<file path="src/rtl/jse_pkg.sv">
package jse_pkg;

    // Work kinds handed from the front end to the back end.
    typedef enum logic [2:0] {
        JOB_PASS = 3'd0,  // one literal character
        JOB_ESC2 = 3'd1,  // backslash + one character
        JOB_UHEX = 3'd2,  // \uXXXX from data[15:0]
        JOB_SURR = 3'd3,  // \uXXXX\uXXXX, high half data[31:16]
        JOB_ERR  = 3'd4   // single error word
    } job_kind_t;

    typedef struct packed {
        job_kind_t   kind;
        logic [31:0] data;
    } job_t;

    localparam int QDepth = 4;
    localparam int QAw    = $clog2(QDepth);

    localparam logic [7:0] ChBslash = 8'h5C;
    localparam logic [7:0] ChQuote  = 8'h22;
    localparam logic [7:0] ChU      = 8'h75;

    // Word index within a job, 0..11.
    localparam int PosW = 4;

    function automatic logic [7:0] hex_char(input logic [3:0] nib);
        logic [7:0] c;
        if (nib < 4'd10)
        begin
            c = 8'h30 + {4'h0, nib};
        end
        else
        begin
            c = 8'h57 + {4'h0, nib};
        end
        return c;
    endfunction

    function automatic logic [PosW-1:0] job_last_pos(input job_kind_t kind);
        logic [PosW-1:0] p;
        case (kind)
            JOB_PASS: p = 4'd0;
            JOB_ESC2: p = 4'd1;
            JOB_UHEX: p = 4'd5;
            JOB_SURR: p = 4'd11;
            JOB_ERR:  p = 4'd0;
            default:  p = 4'd0;
        endcase
        return p;
    endfunction

endpackage

</file>
<file path="src/rtl/jse_front.sv">
module jse_front
    import jse_pkg::*;
(
    input  logic       clk,
    input  logic       rst_n,
    input  logic       cfg_wr_en,
    input  logic       cfg_wr_data,
    input  logic       in_valid,
    output logic       in_ready,
    input  logic [7:0] in_byte,
    input  logic       in_last,
    input  logic       q_full,
    output logic       push,
    output job_t       push_job
);

    logic        esc_reg;
    logic [2:0]  cont_reg, cont_next;
    logic [30:0] acc_reg, acc_next;
    logic        drop_reg, drop_next;
    logic        take;
    logic [30:0] code;
    logic [2:0]  lead_cnt;
    logic [30:0] lead_acc;
    logic [7:0]  esc_letter;

    assign in_ready = !q_full;
    assign take     = in_valid && in_ready;
    assign code     = {acc_reg[24:0], in_byte[5:0]};

    // lead byte decode
    always_comb
    begin
        case (in_byte) inside
            8'b110?????:
            begin
                lead_cnt = 3'd1;
                lead_acc = {26'd0, in_byte[4:0]};
            end
            8'b1110????:
            begin
                lead_cnt = 3'd2;
                lead_acc = {27'd0, in_byte[3:0]};
            end
            8'b11110???:
            begin
                lead_cnt = 3'd3;
                lead_acc = {28'd0, in_byte[2:0]};
            end
            8'b111110??:
            begin
                lead_cnt = 3'd4;
                lead_acc = {29'd0, in_byte[1:0]};
            end
            8'b1111110?:
            begin
                lead_cnt = 3'd5;
                lead_acc = {30'd0, in_byte[0]};
            end
            default:
            begin
                lead_cnt = 3'd0;
                lead_acc = '0;
            end
        endcase
    end

    always_comb
    begin
        case (in_byte)
            8'h08:   esc_letter = 8'h62;  // b
            8'h09:   esc_letter = 8'h74;  // t
            8'h0A:   esc_letter = 8'h6E;  // n
            8'h0C:   esc_letter = 8'h66;  // f
            8'h0D:   esc_letter = 8'h72;  // r
            default: esc_letter = 8'h00;
        endcase
    end

    always_comb
    begin
        cont_next     = cont_reg;
        acc_next      = acc_reg;
        drop_next     = drop_reg;
        push          = 1'b0;
        push_job.kind = JOB_PASS;
        push_job.data = {24'd0, in_byte};
        if (take)
        begin
            if (drop_reg)
            begin
                if (in_last)
                begin
                    drop_next = 1'b0;
                end
            end
            else if (cont_reg != 3'd0)
            begin
                if (in_byte[7:6] != 2'b10 || (cont_reg != 3'd1 && in_last))
                begin
                    // bad continuation or string ends mid-sequence
                    cont_next     = '0;
                    acc_next      = '0;
                    drop_next     = !in_last;
                    push          = 1'b1;
                    push_job.kind = JOB_ERR;
                end
                else if (cont_reg == 3'd1)
                begin
                    cont_next = '0;
                    acc_next  = '0;
                    push      = 1'b1;
                    if (|code[30:16])
                    begin
                        // surrogate pair; low 10 bits of D800/DC00 are zero
                        push_job.kind = JOB_SURR;
                        push_job.data = {6'b110110, code[19:16] - 4'd1, code[15:10],
                                         6'b110111, code[9:0]};
                    end
                    else
                    begin
                        push_job.kind = JOB_UHEX;
                        push_job.data = {16'd0, code[15:0]};
                    end
                end
                else
                begin
                    cont_next = cont_reg - 3'd1;
                    acc_next  = code;
                end
            end
            else if (esc_reg && in_byte[7])
            begin
                if (lead_cnt == 3'd0 || in_last)
                begin
                    drop_next     = !in_last;
                    push          = 1'b1;
                    push_job.kind = JOB_ERR;
                end
                else
                begin
                    cont_next = lead_cnt;
                    acc_next  = lead_acc;
                end
            end
            else
            begin
                push = 1'b1;
                if (in_byte == ChQuote || in_byte == ChBslash)
                begin
                    push_job.kind = JOB_ESC2;
                end
                else if (in_byte < 8'h20)
                begin
                    if (esc_letter != 8'h00)
                    begin
                        push_job.kind = JOB_ESC2;
                        push_job.data = {24'd0, esc_letter};
                    end
                    else
                    begin
                        push_job.kind = JOB_UHEX;
                    end
                end
            end
        end
    end

    always_ff @(posedge clk or negedge rst_n)
    begin
        if (!rst_n)
        begin
            esc_reg  <= 1'b0;
            cont_reg <= '0;
            acc_reg  <= '0;
            drop_reg <= 1'b0;
        end
        else
        begin
            if (cfg_wr_en)
            begin
                esc_reg <= cfg_wr_data;
            end
            cont_reg <= cont_next;
            acc_reg  <= acc_next;
            drop_reg <= drop_next;
        end
    end

endmodule

</file>
<file path="src/rtl/jse_queue.sv">
module jse_queue
    import jse_pkg::*;
(
    input  logic clk,
    input  logic rst_n,
    input  logic push,
    input  job_t push_job,
    output logic full,
    input  logic pop,
    output logic empty,
    output job_t head
);

    job_t           mem_reg [QDepth];
    logic [QAw-1:0] wr_ptr_reg;
    logic [QAw-1:0] rd_ptr_reg;
    logic [QAw:0]   count_reg;
    logic           do_push;
    logic           do_pop;

    assign full    = (count_reg == QDepth[QAw:0]);
    assign empty   = (count_reg == '0);
    assign head    = mem_reg[rd_ptr_reg];
    assign do_push = push && !full;
    assign do_pop  = pop && !empty;

    always_ff @(posedge clk)
    begin
        if (do_push)
        begin
            mem_reg[wr_ptr_reg] <= push_job;
        end
    end

    always_ff @(posedge clk or negedge rst_n)
    begin
        if (!rst_n)
        begin
            wr_ptr_reg <= '0;
            rd_ptr_reg <= '0;
            count_reg  <= '0;
        end
        else
        begin
            if (do_push)
            begin
                wr_ptr_reg <= wr_ptr_reg + 1'b1;
            end
            if (do_pop)
            begin
                rd_ptr_reg <= rd_ptr_reg + 1'b1;
            end
            if (do_push && !do_pop)
            begin
                count_reg <= count_reg + 1'b1;
            end
            else if (do_pop && !do_push)
            begin
                count_reg <= count_reg - 1'b1;
            end
        end
    end

endmodule

</file>
<file path="src/rtl/jse_back.sv">
module jse_back
    import jse_pkg::*;
(
    input  logic       clk,
    input  logic       rst_n,
    input  logic       q_empty,
    input  job_t       q_head,
    output logic       q_pop,
    output logic       out_valid,
    input  logic       out_ready,
    output logic [7:0] out_char,
    output logic       out_error,
    output logic       out_run_end
);

    logic [PosW-1:0] pos_reg;
    logic            valid_reg;
    logic [7:0]      char_reg;
    logic            err_reg;
    logic            end_reg;
    logic            load;
    logic            at_last;
    logic [PosW-1:0] sub;
    logic [15:0]     half;
    logic [7:0]      ch;

    assign load    = !valid_reg || out_ready;
    assign at_last = (pos_reg == job_last_pos(q_head.kind));
    assign q_pop   = load && !q_empty && at_last;

    // second \u group of a pair restarts at word 6
    always_comb
    begin
        if (pos_reg >= 4'd6)
        begin
            sub  = pos_reg - 4'd6;
            half = q_head.data[15:0];
        end
        else
        begin
            sub  = pos_reg;
            half = (q_head.kind == JOB_SURR) ? q_head.data[31:16] : q_head.data[15:0];
        end
    end

    always_comb
    begin
        case (q_head.kind)
            JOB_PASS: ch = q_head.data[7:0];
            JOB_ESC2: ch = (pos_reg == 4'd0) ? ChBslash : q_head.data[7:0];
            JOB_UHEX, JOB_SURR:
            begin
                case (sub)
                    4'd0:    ch = ChBslash;
                    4'd1:    ch = ChU;
                    4'd2:    ch = hex_char(half[15:12]);
                    4'd3:    ch = hex_char(half[11:8]);
                    4'd4:    ch = hex_char(half[7:4]);
                    default: ch = hex_char(half[3:0]);
                endcase
            end
            JOB_ERR:  ch = 8'h00;
            default:  ch = 8'h00;
        endcase
    end

    always_ff @(posedge clk or negedge rst_n)
    begin
        if (!rst_n)
        begin
            valid_reg <= 1'b0;
            pos_reg   <= '0;
        end
        else if (load)
        begin
            valid_reg <= !q_empty;
            if (!q_empty)
            begin
                pos_reg <= at_last ? '0 : pos_reg + 1'b1;
            end
        end
    end

    always_ff @(posedge clk)
    begin
        if (load && !q_empty)
        begin
            char_reg <= ch;
            err_reg  <= (q_head.kind == JOB_ERR);
            end_reg  <= at_last;
        end
    end

    assign out_valid   = valid_reg;
    assign out_char    = char_reg;
    assign out_error   = err_reg;
    assign out_run_end = end_reg;

endmodule

</file>
<file path="src/rtl/json_string_escaper.sv">
// JSON string escaper: one string byte in, its escaped characters out.
// The first word of a byte passes through the job queue, then the output register.
// Throughput: one byte per ready cycle while each byte yields one word; a byte that
// escapes yields 2, 6 or 12 words, sent one per ready cycle by the output register.
// Reset (rst_n, async, active low) clears the decoder state, queue and output valid,
// and sets escape_non_ascii to 0.
module json_string_escaper
    import jse_pkg::*;
(
    input  logic       clk,
    input  logic       rst_n,
    // configuration: escape_non_ascii
    input  logic       cfg_wr_en,
    input  logic       cfg_wr_data,
    // input words
    input  logic       s_axis_tvalid,
    output logic       s_axis_tready,
    input  logic [7:0] s_axis_tdata,   // [7:0] in_byte
    input  logic       s_axis_tlast,   // in_last: final byte of a string
    // output words
    output logic       m_axis_tvalid,
    input  logic       m_axis_tready,
    output logic [7:0] m_axis_tdata,   // [7:0] out_char
    output logic       m_axis_tuser,   // [0] out_error
    output logic       m_axis_tlast    // out_run_end: last word for one input byte
);

    // Front end: UTF-8 decode and classification into one job per byte
    // (or none for dropped bytes and unfinished sequences).
    // Queue: four jobs of slack so the two sides stall independently.
    // Back end: expands a job into words into the output register.

    logic q_push;
    job_t q_push_job;
    logic q_full;
    logic q_pop;
    logic q_empty;
    job_t q_head;

    jse_front u_front (
        .clk         (clk),
        .rst_n       (rst_n),
        .cfg_wr_en   (cfg_wr_en),
        .cfg_wr_data (cfg_wr_data),
        .in_valid    (s_axis_tvalid),
        .in_ready    (s_axis_tready),
        .in_byte     (s_axis_tdata),
        .in_last     (s_axis_tlast),
        .q_full      (q_full),
        .push        (q_push),
        .push_job    (q_push_job)
    );

    jse_queue u_queue (
        .clk      (clk),
        .rst_n    (rst_n),
        .push     (q_push),
        .push_job (q_push_job),
        .full     (q_full),
        .pop      (q_pop),
        .empty    (q_empty),
        .head     (q_head)
    );

    jse_back u_back (
        .clk         (clk),
        .rst_n       (rst_n),
        .q_empty     (q_empty),
        .q_head      (q_head),
        .q_pop       (q_pop),
        .out_valid   (m_axis_tvalid),
        .out_ready   (m_axis_tready),
        .out_char    (m_axis_tdata),
        .out_error   (m_axis_tuser),
        .out_run_end (m_axis_tlast)
    );

endmodule

</file>
<file path="config.mk">
export PLATFORM = sky130hd
export DESIGN_NAME = json_string_escaper
export DESIGN_NICKNAME = d
export VERILOG_FILES = /design/src/rtl/jse_pkg.sv /design/src/rtl/jse_front.sv /design/src/rtl/jse_queue.sv /design/src/rtl/jse_back.sv /design/src/rtl/json_string_escaper.sv
export SDC_FILE = /design/constraint.sdc
export NUM_CORES = 1
export LEC_CHECK = 0
export BUFFER_PORTS_ARGS = -buffer_cell sky130_fd_sc_hd__clkbuf_2
export CAP_MARGIN = 25
export CORE_ASPECT_RATIO = 1.4
export CORE_MARGIN = 4
export CORE_UTILIZATION = 40
export DETAILED_ROUTE_END_ITERATION = 10
export PLACE_DENSITY = 0.63
export SYNTH_ARGS = -nofsm -noshare
export SYNTH_HDL_FRONTEND = slang
export SYNTH_SLANG_ARGS = --single-unit
</file>
<file path="constraint.sdc">
create_clock -name clk -period 6.5 [get_ports clk]
set_input_delay 0.65 -clock clk [delete_from_list [all_inputs] [get_ports clk]]
set_output_delay 0.65 -clock clk [all_outputs]
set_load 0.02 [all_outputs]
</file>
# Word-level counts from Yosys, hierarchy flattened
# Memories as Yosys holds them, arrays and structs flattened.
# Index checks and enable logic that the tools add are counted.
[op_classes]
magnitude_cmp = 6
n_reduce_logical = 32
n_mul = 0
addsub = 16
shifts = 0
div_mod_pow = 0
n_eq_ne = 26
muxes = 65
bitwise = 2
[ops]
columns = ["op", "count"]
rows = [
  ["25-bit 2-to-1 mux", 8],
  ["35-bit 2-to-1 mux", 4],
  ["32-bit 2-to-1 mux", 3],
  ["3-bit 2-to-1 mux", 16],
  ["8-bit 2-to-1 mux", 6],
  ["8-bit by 4-bit == test with 1-bit output (second input constant)", 5],
  ["8-bit one-hot mux with 5 select lines", 1],
  ["7-bit one-hot mux with 5 select lines", 1],
  ["34-bit 2-to-1 mux", 1],
  ["33-bit 2-to-1 mux", 1],
  ["7-bit by 4-bit adder with 8-bit output (first input constant)", 4],
  ["16-bit 2-to-1 mux", 2],
  ["6-bit by 4-bit adder with 7-bit output (first input constant)", 4],
  ["8-bit one-hot mux with 3 select lines", 1],
  ["4-bit less-than comparator (second input constant)", 4],
  ["1-bit 2-to-1 mux", 16],
  ["15-bit OR reduction", 1],
  ["4-bit one-hot mux with 3 select lines", 1],
  ["3-bit == test (second input constant)", 3],
  ["1-bit logical AND", 9],
  ["3-bit logical NOT", 3],
  ["4-bit by 2-bit == test with 1-bit output (second input constant)", 2],
  ["8-bit by 6-bit == test with 1-bit output (second input constant)", 1],
  ["8-bit by 7-bit == test with 1-bit output (second input constant)", 1],
  ["other kinds (32)", 49],
]
[totals]
word_cells = 160
latch_bits = 0
ff_bits = 52
input_bits = 15
output_inout_bits = 12
mem_bits_rw = 140
rom_bits = 0
mem_count = 1
[mem_list]
columns = ["name", "depth", "width", "read_ports", "rd_ports_with_merged_regs", "write_ports", "line_no", "text"]
rows = [
  ["u_queue.mem_reg", 4, 35, 1, 0, 1, "jse_queue.sv:14", "job_t mem_reg [QDepth];"],
]

# Logic depth before layout (Yosys ltp)
[logic_depth]
depth_word = 18
mapped_depth = 14
mapped_depth_nobuf = 13

# Cells and area by module
# From an unflattened synthesis, not the netlist that was laid out.
[unflattened]
hier_cells = 688
area_unflattened_um2 = 9569.2
[modules_own_cells]
columns = ["module", "n_inst", "cells_per_inst", "seq_area_each_um2", "area_each_um2"]
rows = [
  ["jse_queue", 1, 219, 4379.2, 5535.3],
  ["jse_back", 1, 252, 425.4, 2044.5],
  ["jse_front", 1, 217, 750.7, 1989.4],
]

# Least setup slack after synthesis
# OpenSTA, ideal clock, no wires.
[synth_timing]
path_kind = "input to register"
from = "input s_axis_tdata[5]"
to = "register u_queue.count_reg[2]"
n_path_buf = 1
stages = 11
t_required_ps = 6421
t_arrival_ps = 3107
setup_ps = 79
path_slack_ps = 3314
cell_sequence = "clkbuf_1 and3_1 a311o_1 nor2_1 a311oi_1 ha_1 inv_1 fa_1 xor2_1 nor2_1 xor2_1"
[synth_between]
elab_chain_cells = 17
elab_cells_between_ends = 23
classes_between = "eq/ne (5); mux (11); reduce/logical (7)"
[synth_rtl]
columns = ["item", "line_no", "text"]
rows = [
  ["start, declared", "json_string_escaper.sv:18", "input logic [7:0] s_axis_tdata,"],
  ["7-bit == test (no source line)", "-", ""],
  ["3-bit 2-to-1 mux (4 in a row)", "jse_front.sv:34", "case (in_byte) inside"],
  ["3-bit 2-to-1 mux (*)", "jse_front.sv:34", ""],
  ["3-bit logical NOT (*)", "jse_front.sv:134", "if (lead_cnt == 3'd0 || in_last)"],
  ["1-bit logical OR (*)", "jse_front.sv:134", ""],
  ["1-bit 2-to-1 mux (*)", "jse_front.sv:134", ""],
  ["1-bit 2-to-1 mux (*)", "jse_front.sv:132", "else if (esc_reg && in_byte[7])"],
  ["1-bit 2-to-1 mux (*)", "jse_front.sv:97", "else if (cont_reg != 3'd0)"],
  ["1-bit 2-to-1 mux (*)", "jse_front.sv:90", "if (drop_reg)"],
  ["1-bit 2-to-1 mux (*)", "jse_front.sv:88", "if (take)"],
  ["1-bit logical AND (*)", "jse_queue.sv:24", "assign do_push = push && !full;"],
  ["via u_queue.do_push", "jse_queue.sv:18", "logic do_push;"],
  ["1-bit logical NOT", "jse_queue.sv:57", "else if (do_pop && !do_push)"],
  ["1-bit logical AND", "jse_queue.sv:57", ""],
  ["2-bit nonzero test (no source line)", "-", ""],
  ["end signal, assigned", "jse_queue.sv:55", "count_reg <= count_reg + 1'b1;"],
  ["end signal, assigned", "jse_queue.sv:59", "count_reg <= count_reg - 1'b1;"],
  ["end, declared", "jse_queue.sv:17", "logic [QAw:0] count_reg;"],
]
# Mark *: on every way through the listed nets, which the timed path passes. The rest lies on a longest branch.
# A chain may end at the register's enable or synchronous reset.

# Worst setup path in the final report
[layout_timing]
from = "register u_queue.rd_ptr_reg[0]"
to = "register u_back.char_reg[4] (netlist: u_back.out_char[4]), data pin"
[layout_between]
elab_chain_cells = 8
elab_cells_between_ends = 27
classes_between = "add/sub (8); order compare (4); eq/ne (3); mux (9); reduce/logical (2); memory (1)"
[layout_rtl]
columns = ["item", "line_no", "text"]
rows = [
  ["start, declared", "jse_queue.sv:16", "logic [QAw-1:0] rd_ptr_reg;"],
  ["start signal, assigned", "jse_queue.sv:51", "rd_ptr_reg <= rd_ptr_reg + 1'b1;"],
  ["memory 4 x 35 bit (*)", "-", ""],
  ["3-bit by 2-bit == test with 1-bit output", "jse_back.sv:42, jse_back.sv:48", ""],
  ["16-bit 2-to-1 mux", "jse_back.sv:42", "half = (q_head.kind == JOB_SURR) ? q_head.data[31:16] : q_head.data[15:0];"],
  ["16-bit 2-to-1 mux", "jse_back.sv:34", "if (pos_reg >= 4'd6)"],
  ["7-bit by 4-bit adder with 8-bit output, or another cell as far along", "jse_pkg.sv:35", "c = 8'h57 + {4'h0, nib};"],
  ["8-bit 2-to-1 mux", "jse_pkg.sv:29", "if (nib < 4'd10)"],
  ["8-bit one-hot mux with 5 select lines", "jse_back.sv:53", "case (sub)"],
  ["8-bit one-hot mux with 3 select lines (*)", "jse_back.sv:48", "case (q_head.kind)"],
  ["via u_back.ch[4]", "jse_back.sv:25", "logic [7:0] ch;"],
  ["end signal, assigned", "jse_back.sv:88", "char_reg <= ch;"],
  ["end, declared", "jse_back.sv:18", "logic [7:0] char_reg;"],
]
# Marks and branches as above.

==> key figures <==
Logic synthesis
  – Mapped Cells: 650
  – Synth Net Count: 684
  – FFs w/ async S/R, synth: 0.244
  – Top cell type's share of synthesized area: 0.469
  – Complex-gate fraction of the synthesized area: 0.105
  – Unique masters post-synth: 70
  – Most used DFF post-synth: edfxtp_1
  – Combinational family with the most area after synthesis: simple AND/OR/NAND/NOR gates
  – Simple-gate share of the synthesized area: 0.126
  – Total number of yosys warnings: 0
  – Synthesized cell area: about 8300 µm²
  – Mean post-synth cell area: between 10 and 15 µm²
  – Dominant cells by area after synthesis: edfxtp_1, dfrtp_1, mux4_2, nand2_1, o21ai_0
  – EDFF count, synth: 130
  – Post-Synth XOR/XNOR Area: 0.0126
  – Synth Area in Adders: 0.0295
  – Mux share of post-synthesis cell area: 0.103
  – Seq/Total Area, Yosys: 0.595
  – Yosys top cell by area: edfxtp_1
  – Yosys reg bits: between 150 and 200

Finish
  – N_diodes: 0
  – Final nets: 708
  – Design Area, Final: about 9000 µm²
  – Max reg flops: 120
  – Layout Cells excl Fill: ~940
  – Layout cells sized above 1: 0.176
  – Area growth from synthesis to layout: 11.2%

Power and ir drop
  – P_int: about 0.0026 W
  – Power Dens Cells: approximately 460 nW/µm²
  – Leak pwr: between 3 and 4 nW
  – Clk pwr share: 0.223
  – Combinational Power Share: 0.413
  – Sw frac: 0.383
  – Psw: between 0.0015 and 0.002 W
  – Peak VDD IR: just under 200 µV
  – Flop pwr share: 0.364

Clock tree
  – H-tree levels: 4
  – Clk slew on worst S/H paths: approximately 70 ps
  – TritonCTS Buffers: 17
  – Hold-fix buffers, CTS: 0
  – Max clock buf depth: 2
  – Post-cts resize count: 0
  – CTS Root Cell: clkbuf_16
  – Worst-Skew Late Latency: approximately 420 ps
  – Clk sink count: between 150 and 200
  – CTS tree: yes
  – Post-CTS Setup Inserts: 0

Run status
  – Status: finished, final reports clean

Timing
  – Final Hold Violating Endpoints: 0
  – Slew @ Worst Pin: approximately 820 ps
  – Total negative setup slack: 0 ps
  – Slew headroom: 0.455
  – Min Tclk post-route: roughly 4000 ps
  – Fin. max-slew vios: 0
  – WHS: ~320 ps
  – Setup ws final: between 2000 and 2500 ps
  – Unrepaired setup endpoints after global routing: no
  – Max Freq: between 200 and 250 MHz
  – Final Setup Violations: 0
  – Clock skew: approximately 13 ps
  – Period utilization: 0.630

Worst setup path
  – Critical Path RT: around 6600 ps
  – Endpoint arrival time on the critical path: 4230 ps
  – Setup crit end kind: register
  – Crit-path slowest cell: mux4_2
  – Buf+Inv Stages, Crit Path: 2
  – CP Max Fanout: 26
  – CP Launch Type: register
  – Cell Chain, Critical Path: buf_4 > mux4_2 > nor3b_2 > nand2_2 > mux2i_4 > ha_1 > inv_1 > o21ai_0 > a2111oi_0 > a2111oi_1
  – CP max stage delay: 720 ps
  – Critical path class: reg -> reg
  – Largest delay share family, worst path: multiplexers

GRT
  – Largest net degree at the start of global routing: between 50 and 60
  – Grt total ovfl: 0
  – Initial antenna violation count: 0
  – First-pass GRT wire length: roughly 30 mm
  – Via count of the first global-routing pass: 5451
  – Total global-route track usage: 0.167

Place
  – Port Buf Inserts: 26
  – Placed cell count: 911
  – Final HPWL DP: around 13 mm
  – Placed Area: 8710 µm²
  – Pre-CTS WS: around 2400 ps
  – RD Place Congestion: between 0.9 and 1

Floorplan
  – Site Rows: 62
  – Die width: 130 µm
  – I/O pin cnt: 27
  – Die Area: about 23000 µm²
  – Initial Utilization: 0.407
  – Core Area: approximately 20000 µm²
  – Vert. Die Dim: 179 µm

Route
  – Iteration-0 DRC Markers: ~400
  – DRC viols: 0
  – Vias per cell: ~5.6
  – DR WL/cell: a little under 20 µm
  – First-pass detailed-route iteration total: 5
  – Final ANT Viol Nets: 0
  – Via count: around 5.3k
  – Post-Route WL: roughly 18 mm

Min path
  – Hold crit path type: in -> async

Run
  – Max Cap Viol: 0
==> worst paths after layout <==
path	from	endpoint	slack (ps)	cells past startpoint
max in group asynchronous	rst_n	u_queue.rd_ptr_reg[0]	5720	2
setup / recovery	u_queue.rd_ptr_reg[0]	u_back.out_char[4]	2410	10
min in group clk	cfg_wr_data	u_front.esc_reg	460	2
setup reg to reg	u_queue.rd_ptr_reg[0]	u_back.out_char[4]	2410	10
hold / removal	rst_n	u_front.acc_reg[10]	320	2
hold reg to reg	u_back.out_valid	u_back.out_valid	500	2
==> cells in the mapped netlist, types with 3 or more instances <==
library cell  count
a2111oi_0         3
a211o_1           5
a211oi_1          5
a21o_1            3
a21oi_1          24
a311oi_1          4
a31oi_1           8
and2_1           13
and3_1            9
buf_2             5
buf_6             3
clkbuf_1         21
dfrtp_1          42
edfxtp_1        130
ha_1             18
inv_1            25
mux2_2            4
mux2i_1           6
mux4_2           30
nand2_1          77
nand2b_1          5
nand3_1           9
nand4_1           4
nor2_1           46
nor2b_1           5
nor3_1            6
nor3b_1           4
nor4_1            8
o211ai_1          3
o21ai_0          52
o31ai_1           4
or2_2             4
or3_1             4
or4_1             3
xnor2_1           9
xor2_1            3
==> per-layer routing <==
layer / GRT usage / wire length [µm]
met1: 0.198 / 7460
met2: 0.289 / 9530
met3: 0.0316 / 717
met4: 0.0823 / 775
met5: 0 / 0
==> stage by stage <==
stage,utilization,total power [W]
floorplan,-,0.00288
global placement,0.425,0.00330
finish,0.452,0.00427
detailed placement,0.425,0.00334
CTS,0.452,0.00430
global route,0.452,0.00453
==> cell type report <==
class / instances / area (µm²)
clock buffers: 19 / 433
clock inverters: 13 / 118
fillers: 1855 / 11200
inverters: 26 / 97.6
multi-input cells: 421 / 3130
flip-flops and latches: 172 / 4960
well taps: 256 / 320
repair buffers: 36 / 205
==> power by group through the flow <==
stage               clock [W]  combinational (W)  sequential [W]
floorplan                   0            0.00132         0.00156
global placement            0            0.00173         0.00157
detailed placement          0            0.00177         0.00158
CTS                  0.000970            0.00177         0.00156
global route          0.00102            0.00193         0.00158
finish               0.000950            0.00176         0.00155
==> logic make-up (layout without fill, tap and decap cells) <==
logic type,count (synthesis),count (layout)
AND/OR/NAND/NOR,211,211
flip-flops,172,172
AO/OA/AOI/OAI,135,135
buffers and inverters,57,94
multiplexers,44,44
adder cells (fa/ha/maj),19,19
XOR/XNOR,12,12
==> cells in the final DEF, fill, tap and decap left out, types with 3 or more instances in the layout <==
| cell type | netlist | routed |
|---|---|---|
| a2111oi_0 | 3 | 3 |
| a211o_1 | 5 | 5 |
| a211oi_1 | 5 | 5 |
| a21o_1 | 3 | 3 |
| a21oi_1 | 24 | 24 |
| a311oi_1 | 4 | 4 |
| a31oi_1 | 8 | 8 |
| and2_1 | 13 | 13 |
| and3_1 | 9 | 9 |
| buf_4 | 0 | 10 |
| clkbuf_16 | 0 | 17 |
| clkbuf_2 | 0 | 26 |
| clkinv_1 | 1 | 3 |
| dfrtp_1 | 42 | 41 |
| edfxtp_1 | 130 | 130 |
| ha_1 | 18 | 18 |
| inv_1 | 25 | 25 |
| inv_6 | 0 | 3 |
| mux2_2 | 4 | 4 |
| mux2i_1 | 6 | 6 |
| mux4_2 | 30 | 30 |
| nand2_1 | 77 | 77 |
| nand2b_1 | 5 | 5 |
| nand3_1 | 9 | 9 |
| nand4_1 | 4 | 4 |
| nor2_1 | 46 | 46 |
| nor2b_1 | 5 | 5 |
| nor3_1 | 6 | 6 |
| nor3b_1 | 4 | 4 |
| nor4_1 | 8 | 8 |
| o211ai_1 | 3 | 3 |
| o21ai_0 | 52 | 51 |
| o31ai_1 | 4 | 4 |
| or2_2 | 4 | 4 |
| or3_1 | 4 | 4 |
| or4_1 | 3 | 3 |
| xnor2_1 | 9 | 9 |
| xor2_1 | 3 | 3 |
(Power assumes the default switching activity.)
